==> src/rtl/rc7_pkg.sv <==
`timescale 1ns / 1ps
`default_nettype none

package rc7_pkg;

  localparam int unsigned SampleW  = 16;
  localparam int unsigned AccW     = 40;
  localparam int unsigned NTaps    = 7;
  localparam int unsigned WinDepth = NTaps - 1;
  localparam int unsigned ProdW    = 2 * SampleW;
  // Seven products need three more bits than one product.
  localparam int unsigned DotW     = ProdW + 3;
  localparam int unsigned SumW     = ((DotW > AccW) ? DotW : AccW) + 1;
  localparam int unsigned FillW    = $clog2(WinDepth + 1);
  localparam int unsigned CfgIdxW  = $clog2(NTaps + 1);

  localparam logic [FillW-1:0] FillFull = FillW'(WinDepth);

  typedef logic signed [SampleW-1:0] sample_t;
  typedef logic signed [AccW-1:0]    acc_t;
  typedef logic signed [DotW-1:0]    dot_t;

  typedef struct packed {
    sample_t    sample;
    acc_t       partial_sum;
    logic       row_start;
  } in_item_t;

  typedef struct packed {
    acc_t       sum;
    logic       saturated;
  } out_item_t;

  // Work in flight through the cell row.
  typedef struct packed {
    logic                     vld;
    dot_t                     dot;
    acc_t                     psum;
    sample_t [NTaps-1:0]      smp;
  } cell_t;

endpackage

`default_nettype wire

==> src/rtl/rc7_window.sv <==
`timescale 1ns / 1ps
`default_nettype none

module rc7_window (
  input  wire logic              clk_i,
  input  wire logic              rst_ni,
  input  wire logic              accept_i,
  input  wire rc7_pkg::in_item_t item_i,
  output rc7_pkg::cell_t         head_o
);
  import rc7_pkg::*;

  sample_t [WinDepth-1:0] win_q, win_d;
  logic [FillW-1:0]       fill_q, fill_d;
  logic [FillW-1:0]       fill_eff;
  logic                   produce;

  assign fill_eff = item_i.row_start ? '0 : fill_q;
  assign produce  = (fill_eff == FillFull);

  always_comb begin
    win_d  = win_q;
    fill_d = fill_q;
    if (accept_i) begin
      // Shift always: after six samples of a row the window holds exactly them.
      win_d  = {item_i.sample, win_q[WinDepth-1:1]};
      fill_d = produce ? FillFull : fill_eff + FillW'(1);
    end
  end

  always_ff @(posedge clk_i or negedge rst_ni) begin
    if (!rst_ni) begin
      fill_q <= '0;
    end else begin
      fill_q <= fill_d;
    end
  end

  always_ff @(posedge clk_i) begin
    win_q <= win_d;
  end

  always_comb begin
    head_o.vld  = accept_i && produce;
    head_o.dot  = '0;
    head_o.psum = item_i.partial_sum;
    head_o.smp  = {item_i.sample, win_q};
  end

endmodule

`default_nettype wire

==> config.mk <==
export PLATFORM = sky130hd
export DESIGN_NAME = rc7_window
export DESIGN_NICKNAME = d
export VERILOG_FILES = /design/src/rtl/rc7_pkg.sv /design/src/rtl/rc7_window.sv
export SDC_FILE = /design/constraint.sdc
export NUM_CORES = 1
export LEC_CHECK = 0
export BUFFER_PORTS_ARGS = -buffer_cell sky130_fd_sc_hd__buf_2
export CORE_AREA = 2 2 97 99
export DETAILED_ROUTE_END_ITERATION = 16
export DIE_AREA = 0 0 99 101
export HOLD_SLACK_MARGIN = 0.15
export PLACE_DENSITY = 0.78
export SLEW_MARGIN = 20
export SYNTH_ARGS = -nofsm -noshare
export SYNTH_HDL_FRONTEND = slang
export SYNTH_SLANG_ARGS = --single-unit
export TNS_END_PERCENT = 30
==> constraint.sdc <==
create_clock -name clk_i -period 2 [get_ports clk_i]
set_input_delay 0.2 -clock clk_i [delete_from_list [all_inputs] [get_ports clk_i]]
set_output_delay 0.2 -clock clk_i [all_outputs]
set_load 0.005 [all_outputs]
==> results by group <==
Power and ir drop
  • Power per cell area: 965 mW/mm²
  • Sw frac: 0.204
  • Tot Pwr: 4.29 mW
  • Static Leakage: 1.87 nW
  • Share of power burned in registers: 0.583
  • Clock power frac: 0.348
  • VDD IR-drop max: 0.320 mV
  • Sw power: 0.876 mW
  • Internal power: 3.42 mW
  • Gate power share: 0.069

Logic synthesis
  • Yosys warning count: 0
  • Main synth FF type: edfxtp_1
  • Top cell type's share of synthesized area: 0.772
  • #FFs+latches synth: 99
  • Library cells used by synthesis: 14
  • Post-synth top cells: edfxtp_1, buf_4, a21oi_1, dfrtp_1, nor2_1
  • Synth top area cells: edfxtp_1, buf_4, dfrtp_1, a21oi_1, ha_1
  • Async SR Flop Fraction: 0.0303
  • Syn avg cell area: 18.2 µm²
  • Post-synthesis cell area: 0.00373 mm²
  • Synthesized instance count: 205
  • Yosys top cell by area: edfxtp_1
  • Seq/Total Area, Yosys: 0.792
  • Most common cell in the netlist: edfxtp_1
  • EDFF count, synth: 96

Critical path
  • CP required: 1.80 ns
  • CP endpoint kind: primary output
  • CP arrival: 1.43 ns
  • Critical R2R Launch: fill_q[1]
  • Startpoint types: flip-flop
  • Crit path max fanout: 4
  • Worst Setup SP: fill_q[1]
  • WS Path Type: flip-flop to primary output

Worst hold path
  • Class of the worst hold path: input port to flip-flop
  • Worst Hold Launch: item_i[0]

STA
  • Fmax: 614 MHz
  • Fin crit share: 0.814
  • Setup TNS: 0 ns
  • Tmin final: 1.63 ns
  • RSZ-0062 raised after global routing: no
  • Final Hold Vio Count: 0
  • Clk_skew: 0.00896 ns
  • Final Max Slew Viols: 0
  • Setup violators final: 0

Layout
  • Multi-input logic area: 218 µm²
  • Storage element area: 0.00296 mm²
  • Ratio of cells with drive above 1 in the final layout: 0.476
  • Filler cell count: 744
  • Ant diodes: 0
  • NumNets Final: 373
  • Area Growth Syn to Fin: 19.2%

Floorplanning
  • Core area: 0.00898 mm²
  • Row count: 35
  • Die width: 99 µm
  • Die Area: 0.0100 mm²
  • Starting Density: 0.416
  • Die Y: 101 µm
  • Ports: 248

Placed design
  • DP Wirelength: 4.48 mm
  • PortBufs: 132
  • Routability cong.: 0.655

GRT
  • Global Route Usage Sum: 0.120
  • Initial antenna violation count: 0
  • Vias in the first global route: 1,697
  • Largest net degree at the start of global routing: 36
  • Grt total ovfl: 0
  • First-pass GRT wire length: 8.93 mm

Route
  • # DRC: 0
  • Routed Antenna Nets: 0
  • Post-Route WL: 6.27 mm
  • DR iter-0 viols: 55
  • Drt pass-1 iters: 4
  • Via Count: 1,812
  • Via density: 4.23
  • WL/cell: 14.7 µm

CTS
  • Cts repair resizes: 0
  • CTS tree: done
  • Maximum clock path buffer count: 2
  • Clk slew on worst S/H paths: 0.08 ns
  • Skew-Pair Late Insertion Delay: 0.35 ns
  • Cts bufs inserted: 9
  • CTS Sinks: 99
  • H-Tree Depth: 3
  • Root Buffer: clkbuf_8

Run
  • MaxCap Viol Count: 0

Outcome
  • Outcome: finished, final reports clean
==> layer usage <==
layer | part of all wire | vias to the layer above | track usage
met2 | 0.52 | 111 | 0.198
met4 | 0.021 | 0 | 0.0706
li1 | - | 814 | -
met5 | 0 | - | 0
met1 | 0.36 | 874 | 0.131
met3 | 0.097 | 13 | 0.0479
==> layout by cell type (no fill, tap or decap), drive strengths merged, types with 2 or more instances in the layout <==
master	synthesis	layout
dfrtp	3	3
conb	1	35
inv	1	2
nor2	3	3
a21oi	4	4
edfxtp	96	96
buf	91	135
dlygate4sd3	0	18
bufinv	0	3
clkbuf	0	10
==> flip-flops by register name (all words and copies together), names as in the netlist <==
signal and flops:
head_o 96, fill_q 3
==> power groups by stage <==
stage                     combinational [mW]  clock (mW)  sequential (mW)
after floorplan                        0.179           0             2.55
after global placement                 0.265           0             2.54
after detailed placement               0.275           0             2.55
after CTS                              0.302        1.55             2.51
after global routing                   0.329        1.63             2.52
final                                  0.297        1.49             2.50
==> area by class of cell <==
type,count,area share
inverters,1,0.000843
multi-input cells,48,0.0489
flip-flops and latches,99,0.665
repair buffers,153,0.200
clock buffers,10,0.0287
clock inverters,6,0.0256
well taps,111,0.0312
==> cells by family after synthesis <==
group	count (synthesis)	synth area share
buffers and inverters	92	0.184
flip-flops	99	0.792
AND/OR/NAND/NOR	6	0.00905
other	1	0.00100
AO/OA/AOI/OAI	6	0.0107
adder cells (fa/ha/maj)	1	0.00335
==> path summary, 6_finish.rpt <==
path / to / slack [ns] / cells past startpoint
min in group asynchronous: fill_q[0] / 0.72 / 3
max in group asynchronous: fill_q[2] / 1.12 / 3
worst min register to register: head_o[20] / 0.44 / 0
worst min-delay path: fill_q[2] / 0.18 / 3
worst max-delay path: head_o[187] / 0.37 / 4
worst max register to register: fill_q[2] / 0.78 / 5
==> timing repair <==
item	CTS	global route
buffers inserted	0	0
hold buffers	18	0
endpoints found under the setup margin	0	0
endpoints found under the hold margin	19	0
==> worst max-delay path, stage by stage (launching register included) <==
cell,delay [ns]
dfrtp_1,0.42
nor2b_1,0.15
ha_1,0.22
and4b_1,0.18
buf_2,0.12
==> stage by stage <==
| stage | instances | hold slack [ns] | setup WS [ns] | area, µm² | utilization |
|---|---|---|---|---|---|
| finish | 428 | 0.177 | 0.372 | 4450 | 0.496 |
| floorplan | 239 | -0.0956 | 0.897 | 3860 | - |
| CTS | 428 | 0.151 | 0.343 | 4450 | 0.496 |
| global placement | 394 | -0.00528 | 0.788 | 4030 | 0.449 |
| detailed placement | 394 | 0.00141 | 0.747 | 4030 | 0.449 |
| global route | 428 | 0.165 | 0.298 | 4450 | 0.496 |
(Power assumes the default switching activity.)
