`config.mk`:
```
export PLATFORM = sky130hd
export DESIGN_NAME = rc7_sat
export DESIGN_NICKNAME = d
export VERILOG_FILES = /design/src/rtl/rc7_pkg.sv /design/src/rtl/rc7_sat.sv
export SDC_FILE = /design/constraint.sdc
export NUM_CORES = 1
export LEC_CHECK = 0
export BUFFER_PORTS_ARGS = -buffer_cell sky130_fd_sc_hd__buf_2
export CORE_MARGIN = 2
export CORE_UTILIZATION = 25
export DETAILED_ROUTE_END_ITERATION = 7
export PLACE_DENSITY = 0.55
export RECOVER_POWER = 100
export SYNTH_ARGS = -nofsm -noshare
export SYNTH_HDL_FRONTEND = slang
export SYNTH_SLANG_ARGS = --single-unit
```
`constraint.sdc`:
```
create_clock -name clk_i -period 1.8 [get_ports clk_i]
set_clock_uncertainty 0.15 [all_clocks]
set_input_delay 0.36 -clock clk_i [delete_from_list [all_inputs] [get_ports clk_i]]
set_output_delay 0.36 -clock clk_i [all_outputs]
set_load 0.02 [all_outputs]
```
`src/rtl/rc7_pkg.sv`:
```
`timescale 1ns / 1ps
`default_nettype none

package rc7_pkg;

  localparam int unsigned SampleW  = 16;
  localparam int unsigned AccW     = 40;
  localparam int unsigned NTaps    = 7;
  localparam int unsigned WinDepth = NTaps - 1;
  localparam int unsigned ProdW    = 2 * SampleW;
  // Seven products need three more bits than one product.
  localparam int unsigned DotW     = ProdW + 3;
  localparam int unsigned SumW     = ((DotW > AccW) ? DotW : AccW) + 1;
  localparam int unsigned FillW    = $clog2(WinDepth + 1);
  localparam int unsigned CfgIdxW  = $clog2(NTaps + 1);

  localparam logic [FillW-1:0] FillFull = FillW'(WinDepth);

  typedef logic signed [SampleW-1:0] sample_t;
  typedef logic signed [AccW-1:0]    acc_t;
  typedef logic signed [DotW-1:0]    dot_t;

  typedef struct packed {
    sample_t    sample;
    acc_t       partial_sum;
    logic       row_start;
  } in_item_t;

  typedef struct packed {
    acc_t       sum;
    logic       saturated;
  } out_item_t;

  // Work in flight through the cell row.
  typedef struct packed {
    logic                     vld;
    dot_t                     dot;
    acc_t                     psum;
    sample_t [NTaps-1:0]      smp;
  } cell_t;

endpackage

`default_nettype wire

```
`src/rtl/rc7_sat.sv`:
```
`timescale 1ns / 1ps
`default_nettype none

module rc7_sat (
  input  wire logic               clk_i,
  input  wire logic               rst_ni,
  input  wire logic               adv_i,
  input  wire rc7_pkg::cell_t     last_i,
  output logic                    out_valid_o,
  output rc7_pkg::out_item_t      out_data_o
);
  import rc7_pkg::*;

  logic signed [SumW-1:0] total;
  logic                   ovf;
  logic                   valid_q;
  out_item_t              data_q, data_d;

  assign total = SumW'(last_i.psum) + SumW'(last_i.dot);
  // Overflow when the bits above the accumulator sign are not all sign copies.
  assign ovf   = (total[SumW-1:AccW-1] != {(SumW-AccW+1){total[SumW-1]}});

  always_comb begin
    data_d.saturated = ovf;
    if (!ovf) begin
      data_d.sum = total[AccW-1:0];
    end else if (total[SumW-1]) begin
      data_d.sum = {1'b1, {(AccW-1){1'b0}}};
    end else begin
      data_d.sum = {1'b0, {(AccW-1){1'b1}}};
    end
  end

  always_ff @(posedge clk_i or negedge rst_ni) begin
    if (!rst_ni) begin
      valid_q <= 1'b0;
    end else if (adv_i) begin
      valid_q <= last_i.vld;
    end
  end

  always_ff @(posedge clk_i) begin
    if (adv_i) begin
      data_q <= data_d;
    end
  end

  assign out_valid_o = valid_q;
  assign out_data_o  = data_q;

endmodule

`default_nettype wire

```
==> summary.md <==
| Metric | Value |
|---|---|
| Syn Area/Cell | 9.189 um2 |
| Slowest cell on crit path | a2111o_1 |
| Ys flop type | edfxtp_1 |
| Die ar. | 16600 um2 |
| Iter 0 DRT Violations | 266 |
| Final setup viols | 41 |
| Top cells by area, synth | edfxtp_1, ha_1, a21oi_1 |
| Clk Latency, worst-skew pair | 0.28 ns |
| Unique masters post-synth | 63 |
| WP data arrival | 3.38 ns |
| I/O pin cnt | 233 |
| Largest net degree at the start of global routing | 32 |
| Grt ovf | 0 |
| CTS Buffer Depth | 2 |
| CTS tree | yes |
| Area Growth Syn to Fin | 62.72% |
| Routed Wire Length | 12730 um |
| Cell taking the most area after synthesis | edfxtp_1 |
| Pleak | 2.791 nW |
| Critical Path Source Type | input port |
| Final period util | 194.1% |
| Final Core Density | 41.70% |
| Synth Net Count | 658 |
| Port buffer count | 120 |
| Fin. Hold Viols | 0 |
| Worst hold path class | in2reg |
| Starting Density | 25.63% |
| Worst-margin pin slew | 0.7050 ns |
| EDFF count, synth | 41 |
| Pwr Density | 890.4 nW/um2 |
| Buf+Inv Stages, Crit Path | 3 |
| Routed len/inst | 14.41 um |
| VDD IR max | 0.0004410 V |
| Via/cell ratio | 4.753 |
| Mapped Area | 3896 um2 |
| Sequential cell area | 1256 um2 |
| Hold path cells | 2 |
| Cells after synthesis | 424 |
| FMAX | 0.2862 GHz |
| Synth top area share | 31.60% |
| Number of global-route vias before repair | 4185 |
| Cell Count Post-Placement | 864 |
| Crit-path max FO | 5 |
| Crit-path cells | buf_6, ha_4, a2111o_1, o211ai_2, a211oi_4, o211ai_4, a211oi_4, o41ai_4, mux2i_2, a2111o_1, ha_4, buf_12, inv_8, nand2_4, nor2_1, mux2i_1, nand4_1 |
| Placed instance area | 5872 um2 |
| CP Capture Type | register |
| Multi-input logic area | 2780 um2 |
| Final setup TNS | -66.60 ns |
| All-Layer GR Usage | 14.99% |
| Total stage count of the critical path | 17 |
| Die Y | 128.8 um |
| Ys Warns | 0 |
| CTS Root Cell | clkbuf_16 |
| Rel. slew slack | 53.00% |
| First-pass GRT wire length | 20070 um |
| Clock Sink Count | 42 |
| Max Slew Vio Count | 0 |
| R2R cell count | 1 |
| Crit path largest cell delay | 0.45 ns |
| Core area | 15200 um2 |
| Fin area | 6340 um2 |
| Via Count | 4197 |
| DRC | 0 |
| Crit Path Class | in2reg |
| Register area share after synthesis | 32.24% |
| Maxcap violations | 0 |
| Worst EP required | 1.68 ns |
| Reg clk slew, reported paths | 0.06 ns |
| Initial antenna violation count | 0 |
| Setup slack after layout | -1.694 ns |
| Final nets | 928 |
| Layout cell share with drive strength beyond 1 | 43.31% |
| Status | finished with violations |
| RSZ-0062 raised after global routing | true |
| Antenna diodes | 0 |
| Worst path top cell family by delay | compound AO/OA/AOI/OAI gates |
| Ys async rst share | 2.381% |
| Site Rows | 45 |
| H-tree depth | 2 |
| Fillcell total | 1551 |
| Die X | 128.8 um |
| Failing checks | negative setup slack |
| Dpl hpwl | 10650 um |
| Yosys reg bits | 42 |
| CTS buffer count | 5 |
| Post-Layout Cell Count | 883 |
| GP Congestion | 0.9041 |
| TritonRoute pass-1 iters | 4 |
| Post-layout min period | 3.494 ns |
| Remaining antenna violation count | 0 |
-- cells by family (layout without fill, tap and decap cells) --
logic type / Yosys count / after routing / synth area share [%]
AO/OA/AOI/OAI: 165 / 165 / 28.52
XOR/XNOR: 31 / 31 / 6.969
AND/OR/NAND/NOR: 112 / 112 / 14.00
flip-flops: 42 / 42 / 32.24
buffers and inverters: 28 / 299 / 3.468
multiplexers: 3 / 3 / 0.8028
adder cells (fa/ha/maj): 43 / 43 / 14.00
-- synthesized netlist by cell type (all sizes together), types with 3 or more instances --
library cell  instances
a211oi               12
inv                   9
nand2b                7
and2                  6
or3                   5
edfxtp               41
o21bai                4
or2                   4
xnor2                13
a21oi                39
nand3                10
a31oi                 5
buf                   6
nor2                 27
o21ai                53
nand2                33
ha                   42
o211ai                4
xor2                 18
nand4                 6
nor4                  4
a211o                 3
clkbuf               12
o21a                  8
and3                  3
o31ai                 3
nor3                  4
a21o                 11
-- registers in the layout, summed over array words and instances, names as in the netlist --
register / cells
out_valid_o: 1
out_data_o: 41
-- per-layer routing --
metal	part of all wire, %	wire length, um	GRT usage, %
met5	0	0	0
met4	1.4	175	3.708
met3	4.8	605	1.954
met2	45	5781	24.87
met1	48	6164	20.73
-- layout by cell type, fill, tap and decap left out, types with 4 or more instances in the layout --
cell type and count:
buf_4 154, buf_2 74, clkbuf_1 43, edfxtp_1 41, a21oi_1 35, nand2_1 32
ha_1 32, o21ai_1 29, nor2_1 24, o21ai_0 19, xor2_1 18, xnor2_1 13
a21o_1 11, nand3_1 10, inv_1 8, o21a_1 8, ha_4 8, a211oi_1 7
nand2b_1 6, nand4_1 6, buf_6 6, and2_1 5, or3_1 5, a31oi_1 5
o21ai_2 5, clkbuf_16 5, nor3_1 4, o21bai_1 4
-- area by class of cell --
cell class	count	area share (%)
clock buffers	5	1.974
clock inverters	3	1.085
inverters	9	0.6513
multi-input cells	354	43.85
flip-flops and latches	42	19.81
well taps	188	3.710
repair buffers	282	28.91
-- worst paths after layout --
path                             start             end  slack [ns]
max in group asynchronous       rst_ni     out_valid_o        1.19
max reg2reg                out_valid_o     out_valid_o        0.90
max                        last_i[118]  out_data_o[33]       -1.69
min                        last_i[187]     out_valid_o        0.17
min reg2reg                out_valid_o     out_valid_o        0.37
min in group asynchronous       rst_ni     out_valid_o        0.23
-- where the power goes --
group          internal [mW]  leakage, nW  switching (mW)
Clock                  0.797       0.0940           0.381
Combinational           1.29         2.28            1.60
Sequential              1.47        0.413           0.108
Total                   3.56         2.79            2.08
-- per-stage QoR --
step	power, mW	hold slack, ns	setup slack, ns
floorplan	3.131	-0.08559	-1.731
global placement	4.230	-0.01559	-1.937
detailed placement	4.261	-0.01455	-2.032
CTS	5.678	0.1648	-1.690
global route	5.964	0.1735	-1.797
finish	5.645	0.1669	-1.694
-- what timing repair did --
item,CTS,global route
hold buffers,1,0
pin swaps,19,14
gates resized for setup,37,11
endpoints found under the hold margin,1,0
endpoints found under the setup margin,41,41
buffers inserted,9,4
Note: power is estimated with default switching activity, not from simulation.
