## config.mk

```make
export PLATFORM = sky130hd
export DESIGN_NAME = rc7_cell
export DESIGN_NICKNAME = d
export VERILOG_FILES = /design/src/rtl/rc7_pkg.sv /design/src/rtl/rc7_cell.sv
export SDC_FILE = /design/constraint.sdc
export NUM_CORES = 1
export LEC_CHECK = 0
export ABC_AREA = 1
export BUFFER_PORTS_ARGS = -buffer_cell sky130_fd_sc_hd__buf_2
export CORE_MARGIN = 2
export CORE_UTILIZATION = 35
export DETAILED_ROUTE_END_ITERATION = 8
export HOLD_SLACK_MARGIN = 0.06
export PLACE_DENSITY = 0.57
export RECOVER_POWER = 50
export SLEW_MARGIN = 25
export SYNTH_ARGS = -nofsm -noshare
export SYNTH_HDL_FRONTEND = slang
export SYNTH_SLANG_ARGS = --single-unit
```

## constraint.sdc

```tcl
create_clock -name clk_i -period 1.7 [get_ports clk_i]
set_input_delay 0.34 -clock clk_i [delete_from_list [all_inputs] [get_ports clk_i]]
set_output_delay 0.34 -clock clk_i [all_outputs]
set_load 0.01 [all_outputs]
```

## src/rtl/rc7_pkg.sv

```systemverilog
`timescale 1ns / 1ps
`default_nettype none

package rc7_pkg;

  localparam int unsigned SampleW  = 16;
  localparam int unsigned AccW     = 40;
  localparam int unsigned NTaps    = 7;
  localparam int unsigned WinDepth = NTaps - 1;
  localparam int unsigned ProdW    = 2 * SampleW;
  // Seven products need three more bits than one product.
  localparam int unsigned DotW     = ProdW + 3;
  localparam int unsigned SumW     = ((DotW > AccW) ? DotW : AccW) + 1;
  localparam int unsigned FillW    = $clog2(WinDepth + 1);
  localparam int unsigned CfgIdxW  = $clog2(NTaps + 1);

  localparam logic [FillW-1:0] FillFull = FillW'(WinDepth);

  typedef logic signed [SampleW-1:0] sample_t;
  typedef logic signed [AccW-1:0]    acc_t;
  typedef logic signed [DotW-1:0]    dot_t;

  typedef struct packed {
    sample_t    sample;
    acc_t       partial_sum;
    logic       row_start;
  } in_item_t;

  typedef struct packed {
    acc_t       sum;
    logic       saturated;
  } out_item_t;

  // Work in flight through the cell row.
  typedef struct packed {
    logic                     vld;
    dot_t                     dot;
    acc_t                     psum;
    sample_t [NTaps-1:0]      smp;
  } cell_t;

endpackage

`default_nettype wire

```

## src/rtl/rc7_cell.sv

```systemverilog
`timescale 1ns / 1ps
`default_nettype none

module rc7_cell (
  input  wire logic            clk_i,
  input  wire logic            rst_ni,
  input  wire logic            adv_i,
  input  wire rc7_pkg::sample_t tap_i,
  input  wire rc7_pkg::cell_t  prev_i,
  output rc7_pkg::cell_t       next_o
);
  import rc7_pkg::*;

  cell_t                     cell_q, cell_d;
  logic signed [ProdW-1:0]   prod;

  assign prod = prev_i.smp[0] * tap_i;

  always_comb begin
    cell_d.vld  = prev_i.vld;
    cell_d.dot  = prev_i.dot + DotW'(prod);
    cell_d.psum = prev_i.psum;
    // Hand the remaining samples on, next one at the bottom.
    cell_d.smp  = {sample_t'(0), prev_i.smp[NTaps-1:1]};
  end

  always_ff @(posedge clk_i or negedge rst_ni) begin
    if (!rst_ni) begin
      cell_q <= '0;
    end else if (adv_i) begin
      cell_q <= cell_d;
    end
  end

  assign next_o = cell_q;

endmodule

`default_nettype wire

```

==> results.py <==
metrics = {
    "status": {
        "status": "complete, but fails checks",
        "violations": "negative setup slack",
    },
    "synthesis": {
        "seq_area_frac_synth": 0.226,
        "synth_top_family_by_area": "adder cells",
        "synth-xor-area-share": 0.00552,
        "synth_area_um2": 19100,
        "syn_inst": 2393,
        "synth-compound-area-share": 0.0162,
        "postSynthAreaPerCell_um2": 7.96,
        "yosys.area_share.adder": 0.394,
        "synth-simple-area-share": 0.217,
        "ys.warnings.count": 0,
        "synth_cell_types": 37,
        "synth-seq-cells": 172,
        "synthMuxAreaShare": 0,
    },
    "cells_and_area": {
        "drive_gt1_frac": 0.351,
        "nFillCells": 5127,
        "final_cell_mix": "803 x nand2_1, 482 x inv_1, 347 x buf_2, 283 x fa_1, 172 x dfrtp_1",
        "final_nets": 3544,
        "final_common_cell": "nand2_1",
        "area_growth_syn_to_layout_pct": 38.0,
        "largest_reg_flops": 172,
        "instances_no_fill": 3636,
    },
    "worst_hold_path": {
        "worstHoldPathCells": 3,
        "holdPathEnd": "next_o[93]$_DFFE_PN0P_",
        "hold_path_class": "in -> reg",
        "hp-start": "prev_i[109]",
    },
    "critical_path": {
        "slowest_delay_ns": 0.62,
        "crit_start": "prev_i[15]",
        "crit_arrival_ns": 5.26,
        "required_ns": 2.03,
        "worstRegToRegCells": 2,
        "path_delay_family": "adder cells",
        "crit_cells": 26,
        "reg2reg_from": "next_o[162]$_DFFE_PN0P_",
        "start_kind": "primary input",
        "cpMostUsedCell": "inv_2",
        "slowest_stage": "fa_2",
        "cp_max_fo": 6,
        "worstSetupPathType": "in -> reg",
        "worst_r2r_endpoint": "next_o[162]$_DFFE_PN0P_",
        "crit_buf_inv": 9,
        "cp-end-kind": "flop",
        "reg2reg_slack_ns": 1.02,
    },
    "clock_tree": {
        "cts.clk_slew.worst_paths_ns": 0.07,
        "cts_tree": "built",
        "insertion_delay_ns": 0.43,
        "cts-root-buf": "clkbuf_16",
        "cts_buffer_depth": 2,
        "h-tree-depth": 4,
        "cts_buffers": 17,
        "clock_sinks": 172,
    },
    "routing": {
        "drt-pass1-iter-count": 5,
        "drc": 0,
        "dr.first_iter.drc_count": 716,
        "vias": 16300,
        "wl_per_cell_um": 15.9,
        "viasPerCell": 4.49,
        "wirelength_mm": 57.9,
        "ant_nets": 0,
    },
    "floorplan": {
        "initial_core_util": 0.354,
        "die_x_um": 237,
        "ios": 395,
        "rows": 85,
        "fp.dieH_um": 237,
        "core-area_um2": 53800,
        "die_area_um2": 56300,
    },
    "grt": {
        "grt_start_max_net_pins": 63,
        "antenna_found_initial": 4,
        "overflow": 0,
        "track_usage": 0.213,
        "grt_pass1_wl_mm": 94.3,
        "grt_pass1_vias": 17600,
    },
    "timing": {
        "skew_ns": 0,
        "worstMarginPinSlew_ns": 0.986,
        "relSlewSlack": 0.343,
        "layout_setup_ws_ns": -3.24,
        "finalCritPeriodShare": 2.90,
        "finalMaxSlewViolations": 0,
        "fin_crit_ns": 4.94,
        "setup_viol": 33,
        "hold_viol_final": 0,
        "rsz0062_at_grt": "true",
        "timing.fmax_ghz": 0.203,
        "setup_tns_ns": -91.44,
    },
    "placed_design": {
        "dp_cells": 3543,
        "gp_congestion": 0.909,
        "port_buffers": 378,
        "dp_hpwl_mm": 48.5,
    },
    "job": {
        "maxCapViolCount": 0,
    },
}
[worst min-delay path, delay by kind of cell]
| family | cells | cell delay [ns] |
|---|---|---|
| simple gates | 2 | 0.09 |
| buf+inv | 1 | 0.07 |
[layout make-up]
cell class / instances / area, um2 / area share
Tap cell: 696 / 871 / 0.0331
Timing Repair Buffer: 612 / 4410 / 0.168
Inverter: 579 / 2190 / 0.0835
Clock buffer: 18 / 439 / 0.0167
Clock inverter: 14 / 155 / 0.00590
Multi-Input combinational cell: 1541 / 13900 / 0.529
Sequential cell: 172 / 4300 / 0.164
Antenna cell: 4 / 10.0 / 0.000381
[routing by layer]
| metal | share of wire | global-route usage | vias to the layer above |
|---|---|---|---|
| li1 | - | - | 7835 |
| met1 | 0.43 | 0.285 | 8049 |
| met2 | 0.49 | 0.358 | 394 |
| met3 | 0.054 | 0.0396 | 64 |
| met4 | 0.020 | 0.0543 | 0 |
| met5 | 0 | 0 | - |
[worst max-delay path by stage]
stage	end
4_1_cts	next_o[169]$_DFFE_PN0P_
2_1_floorplan	next_o[183]$_DFFE_PN0P_
3_5_place_dp	next_o[177]$_DFFE_PN0P_
5_1_grt	next_o[186]$_DFFE_PN0P_
3_3_place_gp	next_o[177]$_DFFE_PN0P_
6_report	next_o[186]$_DFFE_PN0P_
[synthesized netlist by cell type]
cell type | instances | area (um2)
nand2_1 | 901 | 3380
inv_1 | 578 | 2170
fa_1 | 310 | 6210
dfrtp_1 | 172 | 4300
ha_1 | 104 | 1300
clkbuf_1 | 81 | 304
nand3_1 | 47 | 235
nor2_1 | 47 | 176
a21oi_1 | 24 | 120
o21ai_0 | 18 | 90.1
buf_4 | 17 | 128
buf_2 | 15 | 75.1
nand2_2 | 10 | 62.6
o21bai_1 | 8 | 60.1
xnor2_1 | 8 | 70.1
nand4_1 | 7 | 43.8
nor2_2 | 7 | 43.8
or2_1 | 5 | 31.3
nand3b_1 | 4 | 30.0
xor2_1 | 4 | 35.0
and2_1 | 3 | 18.8
buf_1 | 3 | 11.3
nor3_1 | 3 | 15.0
nor3_2 | 3 | 30.0
or2_2 | 2 | 12.5
a21boi_0 | 1 | 7.51
a21oi_2 | 1 | 8.76
and3_1 | 1 | 6.26
conb_1 | 1 | 3.75
inv_2 | 1 | 3.75
nand3_2 | 1 | 10.0
nor2_4 | 1 | 11.3
nor4_1 | 1 | 6.26
nor4_2 | 1 | 12.5
o21ai_1 | 1 | 5.00
o21ai_4 | 1 | 16.3
or2_4 | 1 | 8.76
[through the flow]
stage	cell area [um2]	hold slack [ns]	util	worst slack, ns
floorplan	20200	0.0444	-	-3.64
global placement	23600	0.270	0.438	-3.98
detailed placement	23600	0.274	0.438	-4.03
CTS	25500	0.0659	0.474	-3.22
global route	26300	0.0821	0.489	-3.47
finish	26300	0.0938	0.489	-3.24
[cells by family after synthesis]
family / Yosys count
AO/OA/AOI/OAI: 54
XOR/XNOR: 12
adder cells (fa/ha/maj): 414
buffers and inverters: 695
flip-flops: 172
AND/OR/NAND/NOR: 1045
other: 1
[repair_timing]
action | 4_1_cts | 5_1_grt
hold buffers | 1 | 0
endpoints found under the hold margin | 32 | 0
cloned | 3 | 0
gates resized for setup | 265 | 212
setup endpoints to repair | 33 | 34
buffers inserted | 36 | 21
pin swaps | 102 | 127
Power is not shown: default switching activity piles up to over one toggle a cycle in this logic, so the estimate is an artifact.
